**src/hw/rtl/sasd_pkg.sv**
```systemverilog
`timescale 1ns / 1ps
package sasd_pkg;

   localparam int ADDR_BITS     = 34;
   localparam int CORES         = 64;
   localparam int SHARER_W      = 64;
   localparam int ENTRY_W       = ADDR_BITS + SHARER_W + 1;
   localparam int COUNT_W       = $clog2(SHARER_W + 1);
   localparam int DEFAULT_SETS  = 1024;
   localparam int DEFAULT_WAYS  = 8;
   localparam int CSR_INDEX_W   = 3;
   localparam int CSR_DATA_W    = 8;

   localparam logic [3:0] BLOCK_OFFSET_RESET = 4'd6;

   localparam logic [CSR_INDEX_W-1:0] CSR_REPLACE_POLICY     = 3'd0;
   localparam logic [CSR_INDEX_W-1:0] CSR_SKEW_ENABLE        = 3'd1;
   localparam logic [CSR_INDEX_W-1:0] CSR_SPECIAL_INTERLEAVE = 3'd2;
   localparam logic [CSR_INDEX_W-1:0] CSR_BLOCK_OFFSET_BITS  = 3'd3;

   localparam logic [2:0] KIND_LOOKUP    = 3'd0;
   localparam logic [2:0] KIND_SNOOP     = 3'd1;
   localparam logic [2:0] KIND_ADD       = 3'd2;
   localparam logic [2:0] KIND_ADD_EXCL  = 3'd3;
   localparam logic [2:0] KIND_REMOVE    = 3'd4;
   localparam logic [2:0] KIND_MAKE_EXCL = 3'd5;

   localparam logic [1:0] SHARE_NONE      = 2'd0;
   localparam logic [1:0] SHARE_SHARED    = 2'd1;
   localparam logic [1:0] SHARE_EXCLUSIVE = 2'd2;

   typedef struct packed {
      logic [2:0]           kind;
      logic [ADDR_BITS-1:0] line_address;
      logic [5:0]           requester;
      logic                 evict_request;
   } req_payload_type;

   typedef struct packed {
      logic                 hit;
      logic [SHARER_W-1:0]  sharer_bits;
      logic [1:0]           sharing_state;
      logic                 invalidate_valid;
      logic [ADDR_BITS-1:0] invalidate_tag;
      logic [SHARER_W-1:0]  invalidate_sharers;
   } rsp_payload_type;

   typedef struct packed {
      logic clear_en;
      logic accept;
      logic capture_row;
      logic eval_en;
      logic write_en;
   } cmd_type;

   typedef struct packed {
      logic clear_last;
   } status_type;

endpackage

```
**src/hw/rtl/sasd_ctrl.sv**
```systemverilog
`timescale 1ns / 1ps
module sasd_ctrl (
   input  logic                clock,
   input  logic                reset,
   input  logic                req_valid,
   output logic                req_stall,
   output logic                rsp_valid,
   input  logic                rsp_stall,
   input  sasd_pkg::status_type status,
   output sasd_pkg::cmd_type    cmd
);
   import sasd_pkg::*;

   typedef enum logic [4:0] {
      S_CLEAR = 5'b00001,
      S_IDLE  = 5'b00010,
      S_READ  = 5'b00100,
      S_EVAL  = 5'b01000,
      S_WRITE = 5'b10000
   } state_type;

   state_type state_ff, state_in;
   logic      rsp_valid_ff, rsp_valid_in;
   logic      out_free;

   assign out_free = !(rsp_valid_ff && rsp_stall);

   always_comb begin
      state_in = state_ff;
      cmd      = '0;
      unique case (state_ff)
         S_CLEAR: begin
            cmd.clear_en = 1'b1;
            if (status.clear_last) state_in = S_IDLE;
         end
         S_IDLE: begin
            if (req_valid) begin
               cmd.accept = 1'b1;
               state_in   = S_READ;
            end
         end
         S_READ: begin
            cmd.capture_row = 1'b1;
            state_in        = S_EVAL;
         end
         S_EVAL: begin
            cmd.eval_en = 1'b1;
            state_in    = S_WRITE;
         end
         S_WRITE: begin
            // hold until the output register can take the result
            if (out_free) begin
               cmd.write_en = 1'b1;
               state_in     = S_IDLE;
            end
         end
         default: state_in = S_CLEAR;
      endcase
   end

   always_comb begin
      rsp_valid_in = rsp_valid_ff && rsp_stall;
      if (cmd.write_en) rsp_valid_in = 1'b1;
   end

   always_ff @(posedge clock) begin
      if (reset) begin
         state_ff     <= S_CLEAR;
         rsp_valid_ff <= 1'b0;
      end else begin
         state_ff     <= state_in;
         rsp_valid_ff <= rsp_valid_in;
      end
   end

   assign req_stall = (state_ff != S_IDLE);
   assign rsp_valid = rsp_valid_ff;

endmodule

```
**config.mk**
```make
export PLATFORM = sky130hd
export DESIGN_NAME = sasd_ctrl
export DESIGN_NICKNAME = d
export VERILOG_FILES = /design/src/hw/rtl/sasd_pkg.sv /design/src/hw/rtl/sasd_ctrl.sv
export SDC_FILE = /design/constraint.sdc
export NUM_CORES = 1
export LEC_CHECK = 0
export ABC_CLOCK_PERIOD_IN_PS = 1300
export BUFFER_PORTS_ARGS = -buffer_cell sky130_fd_sc_hd__buf_2
export CAP_MARGIN = 15
export CORE_AREA = 3 3 40 42
export DETAILED_ROUTE_END_ITERATION = 10
export DIE_AREA = 0 0 43 45
export GPL_ROUTABILITY_DRIVEN = 0
export PLACE_DENSITY = 0.53
export SLEW_MARGIN = 20
export SYNTH_ARGS = -nofsm -noshare
export SYNTH_HDL_FRONTEND = slang
export SYNTH_SLANG_ARGS = --single-unit
```
**constraint.sdc**
```tcl
create_clock -name clock -period 1.3 [get_ports clock]
set_input_delay 0.195 -clock clock [delete_from_list [all_inputs] [get_ports clock]]
set_output_delay 0.195 -clock clock [all_outputs]
set_load 0.02 [all_outputs]
```
# --- Word level (Yosys, flattened, before mapping) ---
# Cells that the tools add are included.
word_totals:
  n_memories: 0
  inputBits: 5
  mem_bits_rw: 0
  romBits: 0
  wordCells: 25
  latch_bits: 0
  ff_bits: 6
classes:
  shift: 0
  n_eq_ne: 9
  n_reduce_logical: 2
  n_mux: 12
  n_mul: 0
  n_div: 0
  add_sub_neg: 0
  order_cmp: 0
  n_bitwise: 0
ops:
  columns: ["op", "n"]
  rows:
  - ["$pmux W5 S5", 1]
  - ["$mux W5", 3]
  - ["$mux W1", 8]
  - ["$ne A2 B2 Y1 const B", 3]
  - ["$eq A5 B1 Y1 const B", 1]
  - ["$eq A5 B2 Y1 const B", 1]
  - ["$eq A5 B3 Y1 const B", 1]
  - ["$eq A5 B4 Y1 const B", 1]
  - ["$eq A5 B5 Y1 const B", 1]
  - ["$ne A5 B2 Y1 const B", 1]
  - ["$reduce_and A3 Y1", 1]
  - ["$logic_and A1 B1 Y1", 1]

# --- Longest topological paths before layout ---
# Gate-level depths: netlist (run 1).
logic_depth:
  depth_word: 4
  depth_mapped: 5
  mapped_depth_nobuf: 4

# --- Worst setup path after synthesis (run 1) ---
# OpenSTA, ideal clock, no wires.
synth_path:
  kind: "reg2out"
  start: "register state_ff[0]"
  end: "output port cmd[0] (netlist bit)"
  n_path_buf: 1
  path_stages_with_launch: 5
  slack_ns: 0.064
  required_ns: 1.105
  t_arrival_ns: 1.041
  cell_sequence: "dfxtp_1 > buf_2 > nor3_2 > nand2_1 > a21oi_1"
synth_lines:
  columns: ["item", "line_no", "text"]
  rows:
  - ["start: declaration", "sasd_ctrl.sv:22", "state_type state_ff, state_in;"]
  - ["start signal: assignment", "sasd_ctrl.sv:71", "state_ff <= state_in;"]
  - ["end: declaration", "sasd_ctrl.sv:10", "output sasd_pkg::cmd_type cmd"]

# --- Worst setup path after layout (run 1) ---
layout_path:
  start: "register state_ff[2]"
  end: "output port req_stall"
layout_via:
  elab_chain_len: 1
layout_lines:
  columns: ["item", "line_no", "text"]
  rows:
  - ["$ne A5 B2 Y1", "sasd_ctrl.sv:76", "assign req_stall = (state_ff != S_IDLE);"]
  - ["end: declaration", "sasd_ctrl.sv:6", "output logic req_stall,"]
# Every way passes these cells.

==> impl_metrics.toml, run 1 <==
[power_and_ir_drop]
power_switching_mw = 0.155
vdd_drop_max_uv = 428
p_clk_frac = 0.307
seq_power_share = 0.397
intPower_mw = 0.384
power.total_mw = 0.539
pwr-share-comb = 0.295
leakage_nw = 0.228
swShare = 0.287
powerDensity_nw_per_um2 = 1080

[sta]
rsz0062_at_grt = "yes"
final-max-slew-violation-count = 0
layout_setup_ws_ps = -42.3
skew_ps = 5.17
max_freq_mhz = 745
fin_crit_ps = 1340
tightest_slew_ps = 315
period_share = 1.03
finalHoldViolCount = 0
maxSlewHeadroom = 0.789
setup_violations = 5

[finish]
final_nets = 62
drive_above_1_share = 0.636
finalInstanceArea_sq_um = 500
finish.utilization = 0.389
areaGrowthSynthToFinish_pct = 56.3
antenna_cells = 0

[worst_setup_path]
endpoint_kind = "output port"
cp_num_buf_inv = 2
cp_slowest_stage_delay_ps = 340
criticalPathCategory = "reg -> out"
crit_fanout = 4
cp_data_arrival_time_ps = 1150
cp_cell_sequence = "nor3_4 > buf_4 > nand2_1 > buf_2"
crit_family = "flip-flops"
worstSetupStartpointType = "flop"
crit_slowest_cell = "dfxtp_2"
cp_data_required_time_ps = 1110

[route]
wl_per_cell_microns = 12.2
met1_length_microns = 374
wl_met3_microns = 35
top_layer = "met4"
drt_wl_total_microns = 851
vias = 337
ant_nets = 0
drc = 0
first_pass_iters = 2
via_per_inst = 4.81
met2_length_microns = 432
drtIter0Drc = 5

[placed_design]
hpwl_microns = 586
place_area_sq_um = 389
port_buffers = 11

[global_routing]
track_usage = 0.103
grt_overflow_total = 0
grt_max_degree = 7
grt_pass1_vias = 336
grt_pass1_wl_microns = 1390
antenna_found_initial = 0

[floorplan]
start_util = 0.249
io_pins = 12
die-area_sq_um = 1940
design.core.area_sq_um = 1280
rows = 13
die_y_microns = 45
die_w_microns = 43

[yosys]
syn-num-nets = 43
yosysUniqueCellTypes = 22
ys_warn_count = 0
seq_area_frac_synth = 0.375
synth_cells = 38
ys_ff_latch = 6
syn-mean-instance-area_sq_um = 8.43
synth_area_sq_um = 320

[run_status]
outcome = "finished, violations left"
violations = "negative setup slack"

[clock_network]
cts_max_level = 1
cts_tree = "built"
clk_path_buf_depth = 2
cts.clk_slew.worst_paths_ps = 40
numCtsBuffers = 3
clkSinkCount = 6
insertion_delay_ps = 240
clock_tree.root_cell = "clkbuf_4"

[run]
drv_cap = 0

[hold_path]
hold_class = "in -> reg"
==> per-layer routing <==
layer  global-route usage  up-vias
met5                    0        -
met4                0.114        0
met3               0.0438        2
met2                0.141        7
met1                0.112      157
li1                     -      171
==> kinds of logic (layout without fill, tap and decap cells) <==
kind of cell	count (synthesis)	count (layout)	share of synthesized area
compound gates	9	9	0.234
buf+inv	4	21	0.0508
flops	6	6	0.375
simple gates	19	19	0.340
==> registers in the layout, summed over array words and instances, names as in the netlist <==
name / cells
rsp_valid: 1
state_ff: 5
==> per-stage QoR <==
stage | hold WS (ps) | setup WS, ps | setup TNS [ps] | std cells
3_3_place_gp | 440 | 127 | 0 | 63
4_1_cts | 171 | -48.7 | -247 | 69
5_1_grt | 185 | -122 | -639 | 70
6_report | 179 | -42.3 | -180 | 70
3_5_place_dp | 440 | 129 | 0 | 63
2_1_floorplan | 264 | 64.5 | 0 | 38
==> worst reg2reg max path, stage by stage, from the launching register on <==
cell and delay (ps):
dfxtp_2 360, and2b_4 200, buf_4 140, o311a_1 310
o31ai_2 170
==> placed cells by master, fill, tap and decap left out, types with 2 or more instances in the layout <==
| master | count |
|---|---|
| nand2_1 | 4 |
| dfxtp_2 | 4 |
| inv_1 | 3 |
| nor2_2 | 2 |
| buf_2 | 8 |
| buf_4 | 6 |
| and3_4 | 2 |
| clkbuf_4 | 3 |
==> power by group through the flow <==
stage          Clock [mW]  Combinational [mW]  Sequential, mW
2_1_floorplan           0              0.0920           0.203
3_3_place_gp            0               0.108           0.217
3_5_place_dp            0               0.108           0.218
4_1_cts             0.177               0.145           0.214
5_1_grt             0.194               0.170           0.216
6_report            0.166               0.159           0.214
==> synth_stat cells <==
| cell type | n | area, sq um |
|---|---|---|
| and2b_4 | 1 | 10.0 |
| and3_1 | 3 | 18.8 |
| a221oi_1 | 1 | 8.76 |
| nand2_1 | 5 | 18.8 |
| inv_1 | 3 | 11.3 |
| o21ai_0 | 1 | 5.00 |
| a21oi_1 | 2 | 10.0 |
| dfxtp_1 | 6 | 120 |
| nor3b_1 | 1 | 7.51 |
| a21boi_1 | 1 | 7.51 |
| buf_2 | 1 | 5.00 |
| o311a_1 | 1 | 10.0 |
| nor3_2 | 1 | 10.0 |
| nor2_1 | 3 | 11.3 |
| a31oi_1 | 1 | 6.26 |
| and2_1 | 1 | 6.26 |
| nor3_1 | 1 | 5.00 |
| nand4_1 | 1 | 6.26 |
| o31ai_2 | 1 | 12.5 |
| a2111oi_2 | 1 | 15.0 |
| nor2b_2 | 1 | 8.76 |
| nor2b_1 | 1 | 6.26 |
==> area by class of cell <==
cell class              instances  area (sq um)
inverters                       3          11.3
repair buffers                 15          96.3
well taps                      15          18.8
clock buffers                   3          22.5
multi-input cells              28           223
fillers                       139           785
flip-flops and latches          6           129
==> final timing paths <==
| kind | slack [ps] | start | endpoint | cells past startpoint |
|---|---|---|---|---|
| min | 180 | reset | state_ff[3] | 2 |
| min reg2reg | 520 | rsp_valid | state_ff[4] | 2 |
| max | -40 | state_ff[2] | req_stall | 4 |
| max reg2reg | 30 | state_ff[1] | state_ff[0] | 4 |
==> timing repair <==
| action | CTS | global route |
|---|---|---|
| cloned | 0 | 0 |
| setup buffers | 3 | 1 |
| pin swaps | 2 | 1 |
| endpoints found under the setup margin | 5 | 8 |
| resized for setup | 17 | 2 |
| hold buffers | 0 | 0 |
No activity file was read; power rests on OpenSTA's default activity.
==> run 2: changes to the inputs <==
Settings changed: CAP_MARGIN 15 to 20, CORE_AREA 3 3 40 42 to 5 5 42 44, DIE_AREA 0 0 43 45 to 0 0 47 49.
==> run 2 against run 1 <==
The flow still finishes with violations (negative setup slack). Worst hold slack worse by 4.1 ps. Power increased by 5.3%. Sequential power barely moved. First-iteration DRC count grew to 2.8 times the previous value. Wire length up 12%. Clock-buffer cell count unchanged. Sequential share of layout area decreased by 0.87 points. Core utilization down 0.56 points. Clock skew decreased by 5.0 ps. Cell area up 7.5%. Non-clock buffer count stayed put.
==> impl_metrics.toml, run 2 (synthesis results as in run 1) <==
[sta]
rsz0062_at_grt = "yes"
tightest_slew_ps = 340
maxSlewHeadroom = 0.772
skew_ps = 0.191
final-max-slew-violation-count = 0
fin_crit_ps = 1390
period_share = 1.07
max_freq_mhz = 722
layout_setup_ws_ps = -85.3
finalHoldViolCount = 0
setup_violations = 4

[finish]
multi_input_area_sq_um = 231
seqCellArea_sq_um = 134
areaGrowthSynthToFinish_pct = 68.0
antenna_cells = 0
largest_reg_flops = 5
final_nets = 62
regMostFlops = "state_ff"
drive_above_1_share = 0.673
instances_no_fill = 71
final_cell_mix = "5 x buf_2, 5 x buf_6, 5 x buf_4, 4 x nand2_1"
finish.utilization = 0.384
final.fill_count = 157

[route]
wl_per_cell_microns = 13.5
drt_wl_total_microns = 955
via_per_inst = 4.99
first_pass_iters = 4
drc = 0
vias = 354
drtIter0Drc = 14
ant_nets = 0

[placed_design]
place_worst_setup_slack_ps = 124
placed_cells = 64
port_buffers = 11
hpwl_microns = 594

[worst_setup_path]
cp_data_required_time_ps = 1110
endpoint_kind = "output port"
cp_cell_sequence = "nor3_4 > and3_4 > buf_6"
criticalPathCategory = "reg -> out"
crit_slowest_cell = "dfxtp_2"
cp-startpoint = "state_ff[3]"
cp_data_arrival_time_ps = 1190
cp_slowest_stage_delay_ps = 340
r2r_start = "state_ff[1]"
crit_fanout = 4
worstSetupStartpointType = "flop"

[run]
drv_cap = 0

[run_status]
outcome = "finished, violations left"
violations = "negative setup slack"

[global_routing]
grt_pass1_wl_microns = 1480
grt_pass1_vias = 350
antenna_found_initial = 0
grt_overflow_total = 0
track_usage = 0.0951
grt_max_degree = 6

[clock_network]
cts.clk_slew.worst_paths_ps = 50
insertion_delay_ps = 250
hold_buffers = 0
clock_tree.root_cell = "clkbuf_4"
cts_tree = "built"
cts_max_level = 1
clkSinkCount = 6
clk_path_buf_depth = 2
numCtsBuffers = 3

[floorplan]
design.core.area_sq_um = 1400
rows = 14
io_pins = 12
die_w_microns = 47
die_y_microns = 49
start_util = 0.229
die-area_sq_um = 2300

[power_and_ir_drop]
leakage_nw = 0.234
pwr-share-comb = 0.308
intPower_mw = 0.398
seq_power_share = 0.378
vdd_drop_max_uv = 442
powerDensity_nw_per_um2 = 1060
p_clk_frac = 0.314
swShare = 0.300
power_switching_mw = 0.170

[hold_path]
min_from = "reset"
hold_class = "in -> reg"
run 2: cell types whose count changed in the layout (fill, tap and decap cells not counted), moves of 2 or more:
cell     previous run  this run
buf_6               1         5
buf_2               8         5
dfxtp_2             4         2
dfxtp_4             1         3
run 2: layout make-up:
type	count	share of cell area
flip-flops and latches	6	0.249
inverters	3	0.0209
well taps	16	0.0372
repair buffers	15	0.221
multi-input cells	28	0.430
clock buffers	3	0.0419
run 2: timing repair:
item / in CTS / in global routing
endpoints found under the setup margin: 6 / 6
buffers inserted: 2 / 2
pin swaps: 2 / 7
resized for setup: 12 / 19
run 2: worst max-delay path, delay by kind of cell, from the launching register on:
kind / cells / cell delay, ps
buffers and inverters: 1 / 110
flip-flops: 1 / 340
AND/OR/NAND/NOR: 2 / 490
run 2: per-stage QoR:
step                TNS [ps]  cell area, sq um  power [mW]  hold WS, ps
floorplan                  0               320       0.295          264
global placement           0               390       0.325          440
detailed placement         0               390       0.325          443
CTS                     -310               458       0.533          175
global route            -658               538       0.597          174
finish                  -239               538       0.568          175
run 2: routing by layer:
layer,up-vias,track usage,part of all wire
met4,0,0.0968,0.046
met1,168,0.106,0.42
met5,-,0,0
met2,11,0.129,0.48
met3,4,0.0332,0.049
li1,171,-,-
run 2: final timing paths:
path / to / depth (start not counted) / slack (ps)
setup / recovery: cmd[3] / 3 / -90
hold / removal: state_ff[3] / 2 / 180
setup reg to reg: state_ff[0] / 4 / 60
hold reg to reg: state_ff[4] / 2 / 520
run 2: power by group through the flow:
stage / clock network (mW) / logic, mW / registers, mW
global placement: 0 / 0.108 / 0.217
finish: 0.178 / 0.175 / 0.215
detailed placement: 0 / 0.108 / 0.218
floorplan: 0 / 0.0920 / 0.203
global route: 0.193 / 0.188 / 0.216
CTS: 0.187 / 0.130 / 0.216
==> run 3: changes to the inputs <==
Settings changed: PLACE_DENSITY 0.53 to unset, SETUP_SLACK_MARGIN set to 0.5.
==> run 3 against run 2 <==
The flow still finishes with violations (negative setup slack). Die area did not move. Combinational power is 35% higher. Worst hold slack better by 60 ps. Wire length rose by 28%. Sequential share of layout area fell by 4.7 points. Highest routed layer unchanged.
==> impl_metrics.toml, run 3 (synthesis results as in run 1) <==
[finish]
final_cell_mix = "10 x buf_6, 6 x buf_4, 5 x buf_2, 4 x nand2_1, 4 x dfxtp_4"
finish.utilization = 0.488
areaGrowthSynthToFinish_pct = 113
largest_reg_flops = 5
regMostFlops = "state_ff"
final_nets = 69
finalInstanceArea_sq_um = 683
antenna_cells = 0
drive_above_1_share = 0.806
final.fill_count = 134
final_common_cell = "buf_6"

[global_routing]
track_usage = 0.117
grt_pass1_vias = 404
grt_overflow_total = 0
grt_max_degree = 6
antenna_found_initial = 0
grt_pass1_wl_microns = 1840

[placed_design]
place_area_sq_um = 424
port_buffers = 11
hpwl_microns = 630

[run_status]
outcome = "finished, violations left"
violations = "negative setup slack"

[clock_network]
cts.clk_slew.worst_paths_ps = 50
clk_path_buf_depth = 2
insertion_delay_ps = 250
hold_buffers = 0
cts_tree = "built"
cts_max_level = 1
clock_tree.root_cell = "clkbuf_4"
clkSinkCount = 6
numCtsBuffers = 3

[floorplan]
io_pins = 12
rows = 14
die_w_microns = 47
design.core.area_sq_um = 1400
start_util = 0.229
die-area_sq_um = 2300
die_y_microns = 49

[power_and_ir_drop]
leakage_nw = 0.282
powerDensity_nw_per_um2 = 919
vdd_drop_max_uv = 432

[run]
drv_cap = 0

[sta]
finalHoldViolCount = 0
tightest_slew_ps = 338
period_share = 1.08
maxSlewHeadroom = 0.775
max_freq_mhz = 713
layout_setup_ws_ps = -103
fin_crit_ps = 1400
setup_violations = 5
skew_ps = 3.20
hold_slack_ps = 236
final-max-slew-violation-count = 0
rsz0062_at_grt = "yes"

[route]
drc = 0
first_pass_iters = 4
vias = 390
drt_wl_total_microns = 1220
wl_per_cell_microns = 15.7
ant_nets = 0
via_per_inst = 5.00
drtIter0Drc = 13

[hold_path]
min_from = "reset"
whs_endpoint = "rsp_valid"
hold_class = "in -> reg"
whs_path_depth = 2

[worst_setup_path]
criticalPathCategory = "reg -> out"
worstSetupStartpointType = "flop"
reg2reg_to = "state_ff[1]"
regToRegSetupSlack_ps = 40
cp_data_arrival_time_ps = 1210
crit_fanout = 4
crit_family = "flip-flops"
endpoint_kind = "output port"
cp_cell_sequence = "nor3_4 > nand2_2 > a21oi_4 > buf_6"
cp_slowest_stage_delay_ps = 360
cp_data_required_time_ps = 1110
r2r_start = "state_ff[1]"
crit_slowest_cell = "dfxtp_4"
r2r_cells = 6
cp_num_buf_inv = 1
[run 3: what timing repair did]
action / CTS / global route
buffers inserted: 6 / 5
setup endpoints to repair: 13 / 13
gates resized for setup: 26 / 11
pin swaps: 6 / 9
[run 3: metrics by stage]
stage	instances	setup TNS, ps	setup WS, ps	total power [mW]
6_report	78	-407	-103	0.628
5_1_grt	78	-816	-184	0.676
4_1_cts	73	-283	-98.2	0.560
3_5_place_dp	64	0	105	0.337
3_3_place_gp	64	0	130	0.336
2_1_floorplan	38	0	261	0.314
[run 3: power by group]
group	switching (mW)	internal, mW
combinational	0.107	0.129
clock	0.0755	0.105
sequential	0.0156	0.195
[run 3: worst max-delay path by stage]
stage / from / end / slack, ps / cells past startpoint
finish: state_ff[0] / cmd[0] / -100 / 4
global route: state_ff[0] / cmd[0] / -180 / 4
CTS: state_ff[2] / cmd[0] / -100 / 4
detailed placement: state_ff[4] / cmd[2] / 100 / 3
global placement: state_ff[4] / cmd[2] / 130 / 3
floorplan: state_ff[0] / cmd[0] / 260 / 4
[run 3: cell type report]
class,count,area [sq um],share of cell area
timing repair buffer,22,203,0.297
multi-input combinational,28,289,0.423
inverter,3,11.3,0.0165
clock buffer,3,22.5,0.0330
sequential,6,138,0.201
tap,16,20.0,0.0293
[run 3: per-layer routing]
metal	wire length, microns	global-route usage	up-vias
li1	-	-	185
met1	417	0.119	183
met2	660	0.188	16
met3	98	0.0406	6
met4	44	0.0829	0
met5	0	0	-
